--- src/rtl/ps2kmc_pkg.sv ---
package ps2kmc_pkg;

    typedef enum logic [2:0] {
        OP_RD_STATUS = 3'd0,
        OP_RD_DATA   = 3'd1,
        OP_WR_CMD    = 3'd2,
        OP_WR_DATA   = 3'd3,
        OP_KEY       = 3'd4,
        OP_POINTER   = 3'd5
    } op_t;

    typedef struct packed {
        logic [2:0]  op;
        logic [7:0]  data_byte;
        logic [15:0] key_sym;
        logic        key_down;
        logic [2:0]  buttons;
        logic [11:0] pos_x;
        logic [11:0] pos_y;
    } req_t;

    typedef struct packed {
        logic [7:0] read_value;
        logic       irq_kbd;
        logic       irq_aux;
    } rsp_t;

    // Up to four bytes queued per request, on one of the two rings.
    typedef struct packed {
        logic       to_aux;
        logic [2:0] count;
        logic [7:0] b0;
        logic [7:0] b1;
        logic [7:0] b2;
        logic [7:0] b3;
    } push_t;

    typedef enum logic [2:0] {
        ST_IDLE,
        ST_PUSH,
        ST_READ,
        ST_DONE
    } state_t;

    localparam logic [7:0] STAT_BASE   = 8'h1c;
    localparam logic [7:0] ACK_BYTE    = 8'hfa;
    localparam logic [7:0] BAT_OK      = 8'hab;
    localparam logic [7:0] KBD_ID      = 8'h41;
    localparam logic [7:0] EXT_PREFIX  = 8'he0;
    localparam logic [7:0] BRK_PREFIX  = 8'hf0;
    localparam logic [7:0] MODE_RESET  = 8'h03;
    localparam logic [7:0] MODE_AUX_OFF = 8'h20;
    localparam logic [7:0] MS_SCALING  = 8'h10;
    localparam logic [7:0] MS_REPORT   = 8'h20;
    localparam logic [7:0] MS_DEF_RES  = 8'd2;
    localparam logic [7:0] MS_DEF_RATE = 8'd100;

    localparam logic [7:0] CMD_RD_MODE  = 8'h20;
    localparam logic [7:0] CMD_WR_MODE  = 8'h60;
    localparam logic [7:0] CMD_AUX_LOOP = 8'hd3;
    localparam logic [7:0] CMD_AUX_SEND = 8'hd4;
    localparam logic [7:0] CMD_AUX_TEST = 8'ha9;
    localparam logic [7:0] CMD_AUX_DIS  = 8'ha7;
    localparam logic [7:0] CMD_AUX_EN   = 8'ha8;
    localparam logic [7:0] CMD_NONE     = 8'h00;

    localparam logic [7:0] MS_SCALE11  = 8'he6;
    localparam logic [7:0] MS_STATUS   = 8'he9;
    localparam logic [7:0] MS_GET_ID   = 8'hf2;
    localparam logic [7:0] MS_ENABLE   = 8'hf4;
    localparam logic [7:0] MS_DISABLE  = 8'hf5;
    localparam logic [7:0] MS_RESET    = 8'hff;

    // Bit 8 marks an E0-prefixed key; zero means unmapped.
    function automatic logic [8:0] translate(input logic [15:0] k_in);
        logic [15:0] k;
        logic [8:0]  c;
        k = k_in;
        if (k >= 16'h41 && k <= 16'h5a) k = k + 16'h20;
        c = 9'h000;
        unique case (k)
            16'h61: c = 9'h01c; 16'h62: c = 9'h032; 16'h63: c = 9'h021;
            16'h64: c = 9'h023; 16'h65: c = 9'h024; 16'h66: c = 9'h02b;
            16'h67: c = 9'h034; 16'h68: c = 9'h033; 16'h69: c = 9'h043;
            16'h6a: c = 9'h03b; 16'h6b: c = 9'h042; 16'h6c: c = 9'h04b;
            16'h6d: c = 9'h03a; 16'h6e: c = 9'h031; 16'h6f: c = 9'h044;
            16'h70: c = 9'h04d; 16'h71: c = 9'h015; 16'h72: c = 9'h02d;
            16'h73: c = 9'h01b; 16'h74: c = 9'h02c; 16'h75: c = 9'h03c;
            16'h76: c = 9'h02a; 16'h77: c = 9'h01d; 16'h78: c = 9'h022;
            16'h79: c = 9'h035; 16'h7a: c = 9'h01a;
            16'h30: c = 9'h045; 16'h31: c = 9'h016; 16'h32: c = 9'h01e;
            16'h33: c = 9'h026; 16'h34: c = 9'h025; 16'h35: c = 9'h02e;
            16'h36: c = 9'h036; 16'h37: c = 9'h03d; 16'h38: c = 9'h03e;
            16'h39: c = 9'h046;
            16'hff08: c = 9'h066; 16'hff09: c = 9'h00d;
            16'hff0d: c = 9'h05a; 16'hff1b: c = 9'h076;
            16'hff63: c = 9'h170; 16'hffff: c = 9'h171;
            16'hff52: c = 9'h175; 16'hff54: c = 9'h172;
            16'hff51: c = 9'h16b; 16'hff53: c = 9'h174;
            16'hff55: c = 9'h17d; 16'hff56: c = 9'h17a;
            16'hff50: c = 9'h16c; 16'hff57: c = 9'h169;
            16'hffe1: c = 9'h012; 16'hffe2: c = 9'h059;
            16'hffe4: c = 9'h114; 16'hffe3: c = 9'h014;
            16'hffea: c = 9'h111; 16'hffe9: c = 9'h011;
            16'hffe5: c = 9'h058;
            16'h60, 16'h7e: c = 9'h00e;
            16'h2d, 16'h5f: c = 9'h04e;
            16'h3d, 16'h2b: c = 9'h055;
            16'h5b, 16'h7b: c = 9'h054;
            16'h5d, 16'h7d: c = 9'h05b;
            16'h5c, 16'h7c: c = 9'h05d;
            16'h3b, 16'h3a: c = 9'h04c;
            16'h27, 16'h22: c = 9'h052;
            16'h2c, 16'h3c: c = 9'h041;
            16'h2e, 16'h3e: c = 9'h049;
            16'h2f, 16'h3f: c = 9'h04a;
            16'h20: c = 9'h029; 16'h21: c = 9'h016;
            16'h40: c = 9'h01e; 16'h23: c = 9'h026;
            16'h24: c = 9'h025; 16'h25: c = 9'h02e;
            16'h5e: c = 9'h036; 16'h26: c = 9'h03d;
            16'h2a: c = 9'h03e; 16'h28: c = 9'h046;
            16'h29: c = 9'h045;
            default: c = 9'h000;
        endcase
        return c;
    endfunction

endpackage

--- src/rtl/ps2kmc_ring.sv ---
module ps2kmc_ring #(
    parameter int DEPTH = 128
) (
    input  logic                     clk,
    input  logic                     rst_n,
    input  logic                     push,
    input  logic [7:0]               push_byte,
    input  logic                     pop,
    input  logic                     rd_last,
    output logic [7:0]               rd_data,
    output logic                     empty
);
    localparam int AW = (DEPTH > 1) ? $clog2(DEPTH) : 1;
    localparam int FW = $clog2(DEPTH + 1);
    localparam logic [AW-1:0] LAST = AW'(DEPTH - 1);

    logic [7:0]    mem [DEPTH];
    logic [AW-1:0] rd_ptr_reg, rd_ptr_next;
    logic [AW-1:0] wr_ptr_reg, wr_ptr_next;
    logic [FW-1:0] fill_reg, fill_next;
    logic [AW-1:0] rd_addr;
    logic          do_push, do_pop;
    logic          full;

    assign empty   = (fill_reg == '0);
    assign full    = (fill_reg == FW'(DEPTH));
    assign do_push = push && !full;
    assign do_pop  = pop && !empty;
    // Empty read repeats the slot just before the read pointer.
    assign rd_addr = rd_last ? ((rd_ptr_reg == '0) ? LAST : rd_ptr_reg - 1'b1) : rd_ptr_reg;

    always_comb
    begin
        rd_ptr_next = rd_ptr_reg;
        wr_ptr_next = wr_ptr_reg;
        fill_next   = fill_reg;
        if (do_push)
        begin
            wr_ptr_next = (wr_ptr_reg == LAST) ? '0 : wr_ptr_reg + 1'b1;
        end
        if (do_pop)
        begin
            rd_ptr_next = (rd_ptr_reg == LAST) ? '0 : rd_ptr_reg + 1'b1;
        end
        if (do_push && !do_pop)
        begin
            fill_next = fill_reg + 1'b1;
        end
        else if (do_pop && !do_push)
        begin
            fill_next = fill_reg - 1'b1;
        end
    end

    always_ff @(posedge clk or negedge rst_n)
    begin
        if (!rst_n)
        begin
            rd_ptr_reg <= '0;
            wr_ptr_reg <= '0;
            fill_reg   <= '0;
        end
        else
        begin
            rd_ptr_reg <= rd_ptr_next;
            wr_ptr_reg <= wr_ptr_next;
            fill_reg   <= fill_next;
        end
    end

    always_ff @(posedge clk)
    begin
        if (do_push)
        begin
            mem[wr_ptr_reg] <= push_byte;
        end
        rd_data <= mem[rd_addr];
    end
endmodule

--- src/rtl/ps2kmc_decode.sv ---
module ps2kmc_decode (
    input  logic                 clk,
    input  logic                 rst_n,
    input  logic                 take,
    input  ps2kmc_pkg::req_t     req,
    output ps2kmc_pkg::push_t    push_plan
);
    import ps2kmc_pkg::*;

    logic [7:0]  mode_reg, mode_next;
    logic [7:0]  pend_reg, pend_next;
    logic [7:0]  ms_stat_reg, ms_stat_next;
    logic [7:0]  ms_res_reg, ms_res_next;
    logic [7:0]  ms_rate_reg, ms_rate_next;
    logic [11:0] last_x_reg, last_x_next;
    logic [11:0] last_y_reg, last_y_next;
    logic        last_ok_reg, last_ok_next;
    logic [8:0]  code;
    logic signed [12:0] dx, dy;
    logic [7:0]  b1;
    push_t       p;

    always_comb
    begin
        mode_next    = mode_reg;
        pend_next    = pend_reg;
        ms_stat_next = ms_stat_reg;
        ms_res_next  = ms_res_reg;
        ms_rate_next = ms_rate_reg;
        last_x_next  = last_x_reg;
        last_y_next  = last_y_reg;
        last_ok_next = last_ok_reg;
        p            = '0;
        code = translate(req.key_sym);
        dx = $signed({1'b0, req.pos_x}) - $signed({1'b0, last_x_reg});
        dy = $signed({1'b0, last_y_reg}) - $signed({1'b0, req.pos_y});
        b1 = {5'b00001, req.buttons};
        if (dy > 13'sd255 || dy < -13'sd256) b1[7] = 1'b1;
        if (dx > 13'sd255 || dx < -13'sd256) b1[6] = 1'b1;
        if (dy < 0) b1[5] = 1'b1;
        if (dx < 0) b1[4] = 1'b1;
        priority case (req.op)
            OP_WR_CMD:
            begin
                priority case (req.data_byte)
                    CMD_RD_MODE:
                    begin
                        p.count = 3'd1;
                        p.b0    = mode_reg;
                    end
                    CMD_WR_MODE, CMD_AUX_LOOP, CMD_AUX_SEND: pend_next = req.data_byte;
                    CMD_AUX_TEST:
                    begin
                        p.to_aux = 1'b1;
                        p.count  = 3'd1;
                        p.b0     = 8'h00;
                    end
                    CMD_AUX_DIS: mode_next = mode_reg | MODE_AUX_OFF;
                    CMD_AUX_EN:  mode_next = mode_reg & ~MODE_AUX_OFF;
                    default: ;
                endcase
            end
            OP_WR_DATA:
            begin
                pend_next = CMD_NONE;
                priority case (pend_reg)
                    CMD_WR_MODE: mode_next = req.data_byte;
                    CMD_AUX_LOOP:
                    begin
                        p.to_aux = 1'b1;
                        p.count  = 3'd2;
                        p.b0     = req.data_byte;
                        p.b1     = ACK_BYTE;
                    end
                    CMD_AUX_SEND:
                    begin
                        p.to_aux = 1'b1;
                        p.count  = 3'd1;
                        p.b0     = ACK_BYTE;
                        priority case (req.data_byte)
                            MS_SCALE11: ms_stat_next = ms_stat_reg & ~MS_SCALING;
                            MS_STATUS:
                            begin
                                p.count = 3'd4;
                                p.b1    = ms_stat_reg;
                                p.b2    = ms_res_reg;
                                p.b3    = ms_rate_reg;
                            end
                            MS_GET_ID:
                            begin
                                p.count = 3'd2;
                                p.b1    = 8'h00;
                            end
                            MS_ENABLE:  ms_stat_next = ms_stat_reg | MS_REPORT;
                            MS_DISABLE: ms_stat_next = ms_stat_reg & ~MS_REPORT;
                            MS_RESET:
                            begin
                                ms_stat_next = 8'h00;
                                ms_res_next  = MS_DEF_RES;
                                ms_rate_next = MS_DEF_RATE;
                            end
                            default: ;
                        endcase
                    end
                    CMD_NONE:
                    begin
                        p.count = 3'd3;
                        p.b0    = ACK_BYTE;
                        p.b1    = BAT_OK;
                        p.b2    = KBD_ID;
                    end
                    default: ;
                endcase
            end
            OP_KEY:
            begin
                if (code != 9'h000)
                begin
                    // Build prefix bytes front to back.
                    if (code[8] && !req.key_down)
                    begin
                        p.count = 3'd3;
                        p.b0 = EXT_PREFIX;
                        p.b1 = BRK_PREFIX;
                        p.b2 = code[7:0];
                    end
                    else if (code[8])
                    begin
                        p.count = 3'd2;
                        p.b0 = EXT_PREFIX;
                        p.b1 = code[7:0];
                    end
                    else if (!req.key_down)
                    begin
                        p.count = 3'd2;
                        p.b0 = BRK_PREFIX;
                        p.b1 = code[7:0];
                    end
                    else
                    begin
                        p.count = 3'd1;
                        p.b0 = code[7:0];
                    end
                end
            end
            OP_POINTER:
            begin
                if (last_ok_reg)
                begin
                    p.to_aux = 1'b1;
                    p.count  = 3'd3;
                    p.b0     = b1;
                    p.b1     = dx[7:0];
                    p.b2     = dy[7:0];
                end
                last_x_next  = req.pos_x;
                last_y_next  = req.pos_y;
                last_ok_next = 1'b1;
            end
            default: ;
        endcase
    end

    always_ff @(posedge clk or negedge rst_n)
    begin
        if (!rst_n)
        begin
            mode_reg    <= MODE_RESET;
            pend_reg    <= CMD_NONE;
            ms_stat_reg <= 8'h00;
            ms_res_reg  <= MS_DEF_RES;
            ms_rate_reg <= MS_DEF_RATE;
            last_x_reg  <= '0;
            last_y_reg  <= '0;
            last_ok_reg <= 1'b0;
            push_plan   <= '0;
        end
        else if (take)
        begin
            mode_reg    <= mode_next;
            pend_reg    <= pend_next;
            ms_stat_reg <= ms_stat_next;
            ms_res_reg  <= ms_res_next;
            ms_rate_reg <= ms_rate_next;
            last_x_reg  <= last_x_next;
            last_y_reg  <= last_y_next;
            last_ok_reg <= last_ok_next;
            push_plan   <= p;
        end
    end
endmodule

--- src/rtl/ps2_keyboard_mouse_controller_top.sv ---
// 8042-style keyboard and mouse controller.
// Requests enter on req when start is high and busy is low. Each request
// produces exactly one result on rsp, flagged by done for one cycle; the
// receiver takes it unconditionally and cannot stall the block.
// All requests but a data read: the accept cycle decodes, then ST_PUSH pushes
// each queued byte in turn and closes the push, then ST_DONE holds the result.
// Data read: the accept cycle, then ST_READ reads the ring memory, then
// ST_DONE holds the result.
// busy drops in the cycle after done. The single write port of each ring
// memory is why a request pushes its bytes one at a time.
// Bytes pushed into a full ring are dropped.
// Reset clears pointers, fill counts and controller/mouse settings; ring
// contents stay undefined until written. No clearing pass is needed.
// irq_kbd is set while the keyboard ring holds data, irq_aux while only
// the mouse ring does; status bit 0 is set for either ring, bit 5 as irq_aux.
module ps2_keyboard_mouse_controller_top #(
    parameter int RING_DEPTH = 128
) (
    input  logic               clk,
    input  logic               rst_n,
    input  logic               start,
    output logic               busy,
    input  ps2kmc_pkg::req_t   req,
    output logic               done,
    output ps2kmc_pkg::rsp_t   rsp
);
    import ps2kmc_pkg::*;

    state_t     state_reg, state_next;
    logic [2:0] idx_reg, idx_next;
    logic [2:0] op_reg;
    logic       take;
    push_t      plan;
    logic [7:0] cur_byte;
    logic       kbd_push, aux_push, kbd_pop, aux_pop, rd_last;
    logic [7:0] kbd_q, aux_q;
    logic       kbd_empty, aux_empty;
    logic       src_kbd_reg, src_kbd_next;
    logic [7:0] status;
    logic [7:0] rv;

    assign take = start && (state_reg == ST_IDLE);
    assign busy = (state_reg != ST_IDLE);

    ps2kmc_decode u_decode (
        .clk       (clk),
        .rst_n     (rst_n),
        .take      (take),
        .req       (req),
        .push_plan (plan)
    );

    always_comb
    begin
        unique case (idx_reg[1:0])
            2'd0:    cur_byte = plan.b0;
            2'd1:    cur_byte = plan.b1;
            2'd2:    cur_byte = plan.b2;
            default: cur_byte = plan.b3;
        endcase
    end

    always_comb
    begin
        state_next   = state_reg;
        idx_next     = idx_reg;
        src_kbd_next = src_kbd_reg;
        kbd_push = 1'b0;
        aux_push = 1'b0;
        kbd_pop  = 1'b0;
        aux_pop  = 1'b0;
        rd_last  = 1'b0;
        unique case (state_reg)
            ST_IDLE:
            begin
                idx_next = 3'd0;
                if (take)
                begin
                    state_next = (req.op == OP_RD_DATA) ? ST_READ : ST_PUSH;
                end
            end
            ST_PUSH:
            begin
                if (idx_reg < plan.count)
                begin
                    kbd_push = !plan.to_aux;
                    aux_push = plan.to_aux;
                    idx_next = idx_reg + 3'd1;
                end
                else
                begin
                    state_next = ST_DONE;
                end
            end
            ST_READ:
            begin
                // Pop keyboard first, then aux; else repeat last keyboard byte.
                src_kbd_next = !kbd_empty || aux_empty;
                kbd_pop = !kbd_empty;
                aux_pop = kbd_empty;
                rd_last = kbd_empty && aux_empty;
                state_next = ST_DONE;
            end
            ST_DONE:
            begin
                state_next = ST_IDLE;
            end
            default:
            begin
                state_next = ST_IDLE;
            end
        endcase
    end

    ps2kmc_ring #(.DEPTH(RING_DEPTH)) u_kbd (
        .clk       (clk),
        .rst_n     (rst_n),
        .push      (kbd_push),
        .push_byte (cur_byte),
        .pop       (kbd_pop),
        .rd_last   (rd_last),
        .rd_data   (kbd_q),
        .empty     (kbd_empty)
    );

    ps2kmc_ring #(.DEPTH(RING_DEPTH)) u_aux (
        .clk       (clk),
        .rst_n     (rst_n),
        .push      (aux_push),
        .push_byte (cur_byte),
        .pop       (aux_pop),
        .rd_last   (1'b0),
        .rd_data   (aux_q),
        .empty     (aux_empty)
    );

    always_ff @(posedge clk or negedge rst_n)
    begin
        if (!rst_n)
        begin
            state_reg   <= ST_IDLE;
            idx_reg     <= '0;
            src_kbd_reg <= 1'b1;
            op_reg      <= '0;
        end
        else
        begin
            state_reg   <= state_next;
            idx_reg     <= idx_next;
            src_kbd_reg <= src_kbd_next;
            if (take)
            begin
                op_reg <= req.op;
            end
        end
    end

    always_comb
    begin
        status = STAT_BASE;
        if (!kbd_empty)
        begin
            status = status | 8'h01;
        end
        else if (!aux_empty)
        begin
            status = status | 8'h21;
        end
        unique case (op_reg)
            OP_RD_STATUS: rv = status;
            OP_RD_DATA:   rv = src_kbd_reg ? kbd_q : aux_q;
            default:      rv = 8'h00;
        endcase
    end

    assign done           = (state_reg == ST_DONE);
    assign rsp.read_value = rv;
    assign rsp.irq_kbd    = !kbd_empty;
    assign rsp.irq_aux    = kbd_empty && !aux_empty;
endmodule

--- config.mk ---
export PLATFORM = sky130hd
export DESIGN_NAME = ps2_keyboard_mouse_controller_top
export DESIGN_NICKNAME = d
export VERILOG_FILES = /design/src/rtl/ps2kmc_pkg.sv /design/src/rtl/ps2kmc_ring.sv /design/src/rtl/ps2kmc_decode.sv /design/src/rtl/ps2_keyboard_mouse_controller_top.sv
export SDC_FILE = /design/constraint.sdc
export NUM_CORES = 2
export LEC_CHECK = 0
export CORE_MARGIN = 2
export CORE_UTILIZATION = 30
export CTS_BUF_LIST = sky130_fd_sc_hd__clkbuf_8
export DETAILED_ROUTE_END_ITERATION = 6
export DONT_BUFFER_PORTS = 1
export GPL_TIMING_DRIVEN = 0
export PLACE_DENSITY_LB_ADDON = 0.2
export SLEW_MARGIN = 0
export SYNTH_ARGS = -nofsm -noshare
export SYNTH_HDL_FRONTEND = slang
export SYNTH_SLANG_ARGS = --single-unit
--- constraint.sdc ---
create_clock -name clk -period 25.7 [get_ports clk]
set_input_delay 5.14 -clock clk [delete_from_list [all_inputs] [get_ports clk]]
set_output_delay 5.14 -clock clk [all_outputs]
set_load 0.01 [all_outputs]
Word level (Yosys, flattened, before mapping)

Memories as Yosys holds them, arrays and structs flattened. A register that Yosys moved wholly into a read port is not among the register bits.
Index checks and enable logic that the tools add are counted.

Memory bits (writable): 2048
Memories kept: 2
Bits of input ports: 58
Logic and storage cells: 319
Output and inout port bits: 12
Bits in registers: 139

Bitwise operators: 4
Muxes and demuxes: 64
Reduce and logical (&&, ||, !) cells: 73
Add/sub/neg operators: 13
$lt $le $gt $ge: 9
Equal/unequal tests: 129

Memories:

| memory    | words | width | read ports | clocked after Yosys merged registers in | write ports | line              | source |
|---|---|---|---|---|---|---|---|
| u_aux.mem | 128   | 8     | 1          | 1                                       | 1           | ps2kmc_ring.sv:17 | `logic [7:0] mem [DEPTH];` |
| u_kbd.mem | 128   | 8     | 1          | 1                                       | 1           | ps2kmc_ring.sv:17 |  |

Operator list:

| operator                                              | number |
|---|---|
| one-hot mux 9 bit (69 select lines)                   | 1 |
| equality test 16 x 7 -> 1 bit (second input constant) | 37 |
| equality test 16 x 6 -> 1 bit (second input constant) | 32 |
| equality test 16 bit (second input constant)          | 21 |
| equality test 8 bit (second input constant)           | 15 |
| two-way mux 8 bit                                     | 12 |
| one-hot mux 8 bit (2 select lines)                    | 4 |
| one-hot mux 19 bit (3 select lines)                   | 1 |
| one-hot mux 16 bit (3 select lines)                   | 1 |
| one-hot mux 11 bit (4 select lines)                   | 1 |
| OR reduction 2 bit                                    | 22 |
| two-way mux 7 bit                                     | 6 |
| one-hot mux 8 bit (4 select lines)                    | 1 |
| adder 7 x 1 -> 7 bit (second input constant)          | 4 |
| equality test 7 bit (second input constant)           | 4 |
| two-way mux 28 bit                                    | 1 |
| two-way mux 27 bit                                    | 1 |
| > comparator 13 x 9 -> 1 bit (second input constant)  | 2 |
| < comparator 13 x 1 -> 1 bit (second input constant)  | 2 |
| < comparator 13 x 9 -> 1 bit (second input constant)  | 2 |
| subtractor 12 x 12 -> 13 bit                          | 2 |
| logical NOT 8 bit                                     | 3 |
| one-hot mux 8 bit (3 select lines)                    | 1 |
| two-way mux 10 bit                                    | 2 |
| 46 further kinds                                      | 114 |

Longest topological paths before layout

Depth after elaboration: 11
Gate-level depth with buffers: 18
Gate-level depth less buffers: 17

Cells and area by module

Synthesis repeated with hierarchy kept, for this count alone.

Cell total of the unflattened synthesis: 7795
Area total of the unflattened synthesis: 98792.2 sq um

Modules (own cells, without submodules):

| module                            | cells an instance | times used | area an instance (sq um) |
|---|---|---|---|
| ps2kmc_ring at u_aux              | 3476              | 1          | 45861.5 |
| ps2kmc_ring at u_kbd              | 3292              | 1          | 44994.4 |
| ps2kmc_decode                     | 909               | 1          | 6927.9 |
| ps2_keyboard_mouse_controller_top | 118               | 1          | 1008.5 |

Worst setup path after synthesis

Ideal clock, no wire load.

Path kind: flip-flop to flip-flop
Start: register idx_reg[0]
End: memory u_aux.mem[0][2] (data pin)
Buffers on the path: 1
Library setup time: 1.578 ns
Arrival time: 7.857 ns
Period minus slack after synthesis: 9.435 ns
Cell stages (with the launch flop): 6
Slack: 16.265 ns
Data required time: 24.122 ns
Path through: dfrtp_1 inv_1 ha_1 clkbuf_1 a22oi_1 a21oi_1

Word-level cells in the longest chain between the ends: 2
Elaborated cells between the ends (all ways): 4
Classes of those cells: eq/ne (2); mux (1); reduce/logical (1)

RTL lines:

| element                                     | line                                     | source |
|---|---|---|
| start, declared                             | ps2_keyboard_mouse_controller_top.sv:30  | `logic [2:0] idx_reg, idx_next;` |
| start signal, assigned                      | ps2_keyboard_mouse_controller_top.sv:149 | `idx_reg <= idx_next;` |
| equality test 2 bit (tied with other cells) | ps2_keyboard_mouse_controller_top.sv:55  | `unique case (idx_reg[1:0])` |
| one-hot mux 8 bit (3 select lines) *        | ps2_keyboard_mouse_controller_top.sv:55  |  |
| net cur_byte[2]                             | ps2_keyboard_mouse_controller_top.sv:34  | `logic [7:0] cur_byte;` |
| end, declared                               | ps2kmc_ring.sv:17                        |  |

The timed path passes the listed nets; every way through them passes the cells marked *.

==> run metrics <==
status finished, violations left; failing checks capacitance limit, slew limit; global-route wire length before repair 409 mm; unrepaired setup endpoints after global routing false; CP bufs+invs 0; number of global-route vias before repair 55.2k; PwrDens 93.0 nW/um^2; crit start category flop; die area 308000 um^2; initial antenna violation count 11; HP Class flop to flop; final WL 288 mm; synth top area cells edfxtp_1 (67%), mux4_2 (8.9%), dfrtp_1 (3.3%); Flop pwr share 0.421; multiplexer area fraction after synthesis 0.0968; Worst Path Arrival between 4 and 5 ns; initial core utilization 0.301; sequential fraction of the synthesis area 0.712; asr flop ratio synth 0.0567; clk root buf clkbuf_8; Gates resized, CTS repair 0; Clock transition at path regs around 0.070 ns; CTS Buf Count 374; Die Span Y 555 um; Synth cell types 94; flop2flop setup slack about 19 ns; Synth warnings 0; CP dominant cell by count nor2_1; Post-synth EDFFs 2048; static leakage 32.9 nW; Final nets 6250; io pins 70; placed cell count ~9.7k; adder-cell share of the synthesized area 0.00870; Logic pwr share 0.274; Row Count 202; Synth Area in Compound Gates 0.0784; Setup violations, final 0; crit share post-route 0.363; WL/cell about 28 um; count of final hold-check violations 0; global route overflow 0; GP Congestion 0.887; Post-synth top flop edfxtp_1; Mapped Area approximately 90000 um^2; main combinational cell family by area after synthesis multiplexers; worst-case clock buffer depth 4; TritonCTS clock tree yes; DP HPWL 202 mm; Worst Skew 0.0842 ns; Tmin final 9.32 ns; drt pass-1 iters 6; Area Overhead vs Synth 14.7%; Buffers on Ports 0; Die X 555 um; worst slew pin tran around 1.6 ns; Non-Filler Instances 10.4k; CP cell instances or4_4 -> or2_2 -> nor2_1 -> nor2_1 -> a211oi_1; Crit path required time a little over 20 ns; Sw Pwr 3.29 mW; GRT Resource Usage Total 0.182; Sw Ratio 0.338; peak supply drop 0.0422 mV; layout cells sized above 1 0.164; count leader, synth edfxtp_1; Tot Pwr 9.73 mW; Worst-Skew Late Latency 1.04 ns; Slowest cell on crit path a211oi_1; Relative slew margins -0.0805; WS Path Type flop to output pin; Residual DRC 0; area leader, netlist edfxtp_1; xor/xnor share of the synthesized area 0.00490; Mapped Avg Cell Area 16.0 um^2; CTS Sinks 2188; largest net degree at the start of global routing 125; setup tns final 0 ns; number of H-tree levels 5; hold buffer count at cts 0; post-route ant nets 0; average vias per placed instance roughly 5.3; post-synth top area share 0.674; Largest regs u_aux.mem: 1024 flops, u_kbd.mem: 1024 flops, u_decode.push_plan: 29 flops; Simple-Gate Fraction of Synth Area 0.0780; Syn Nets 5806; DRT iter0 DRCs 5742; CP Capture Type output pin; cell internal pwr 6.44 mW; commonest cells in the netlist edfxtp_1 (2048), nand2_1 (456), nor2_1 (377); Crit path max-delay family simple AND/OR/NAND/NOR gates; crit-path max cell delay 0.97 ns; core area 303000 um^2; Pins Over Slew Limit 2; total number of vias 54.9k; number of synthesized register bits 2188; Clock Power Share 0.305; Cells after Synth about 5.7k; crit path max fanout 5; Max Cap Viol 1; Max Freq 107 MHz; Post-CTS Setup Inserts 0
[cells by family after synthesis]
family          after synthesis
flops                      2188
simple gates               1457
compound gates             1023
buf+inv                     479
mux                         428
fa+ha+maj                    61
xor+xnor                     51
[final cells by class]
type                            instances  area, um^2
Antenna cell                            4        10.0
Clock inverter                        288        1580
Fill cell                           29000      198000
Multi-Input combinational cell       3020       24400
Tap cell                             3978        4980
Timing Repair Buffer                   68        1420
Clock buffer                          386        5310
Buffer                                397        1630
Inverter                               82         308
Sequential cell                      2188       64900
[metrics by stage]
stage	util	area, um^2	setup slack, ns	hold slack (ns)
2_1_floorplan	-	91200	16.26	0.449
3_3_place_gp	0.318	96200	2.98	0.467
3_5_place_dp	0.323	97700	16.43	0.476
4_1_cts	0.346	105000	16.30	0.491
5_1_grt	0.346	105000	16.20	0.507
6_report	0.346	105000	16.38	0.491
[layout by cell type, fill, tap and decap left out, types with 107 or more instances in the layout]
master | synthesis | layout
nor3b_1 | 110 | 110
clkbuf_1 | 279 | 279
nand3_1 | 185 | 185
o21ai_0 | 162 | 162
edfxtp_1 | 2048 | 2048
nand2_1 | 456 | 456
a31oi_1 | 116 | 116
and3_1 | 107 | 107
nor2_1 | 377 | 372
clkbuf_8 | 0 | 386
mux4_2 | 360 | 360
dfrtp_1 | 121 | 121
a211oi_1 | 206 | 202
inv_1 | 81 | 204
[layer usage]
| layer | vias up | part of all wire | global-route usage |
|---|---|---|---|
| li1 | 23800 | - | - |
| met1 | 28600 | 0.44 | 0.252 |
| met2 | 1955 | 0.47 | 0.295 |
| met3 | 466 | 0.057 | 0.0257 |
| met4 | 0 | 0.031 | 0.0584 |
| met5 | - | 0 | 0 |
[worst paths after layout]
path,end,from,cells past startpoint
worst max-delay path,rsp[7],u_kbd.fill_reg[0]$_DFFE_PN0P_,5
worst min-delay path,u_decode.push_plan[5]$_DFFE_PN0P_,u_decode.push_plan[5]$_DFFE_PN0P_,1
worst max register to register,u_kbd.rd_data[5]$_DFF_P_,state_reg[0]$_DFFE_PN0P_,13
worst min register to register,u_decode.push_plan[5]$_DFFE_PN0P_,u_decode.push_plan[5]$_DFFE_PN0P_,1
max in group asynchronous,u_decode.mode_reg[0]$_DFFE_PN1P_,rst_n,0
min in group asynchronous,u_aux.wr_ptr_reg[4]$_DFFE_PN0P_,rst_n,0
[power by group through the flow]
stage	sequential [mW]	clock (mW)	combinational, mW
finish	4.10	2.97	2.66
global route	4.10	3.20	2.83
CTS	4.10	3.04	2.66
detailed placement	4.17	0	2.65
global placement	4.30	0	2.56
floorplan	4.20	0	1.58
No activity file was read; power rests on OpenSTA's default activity.
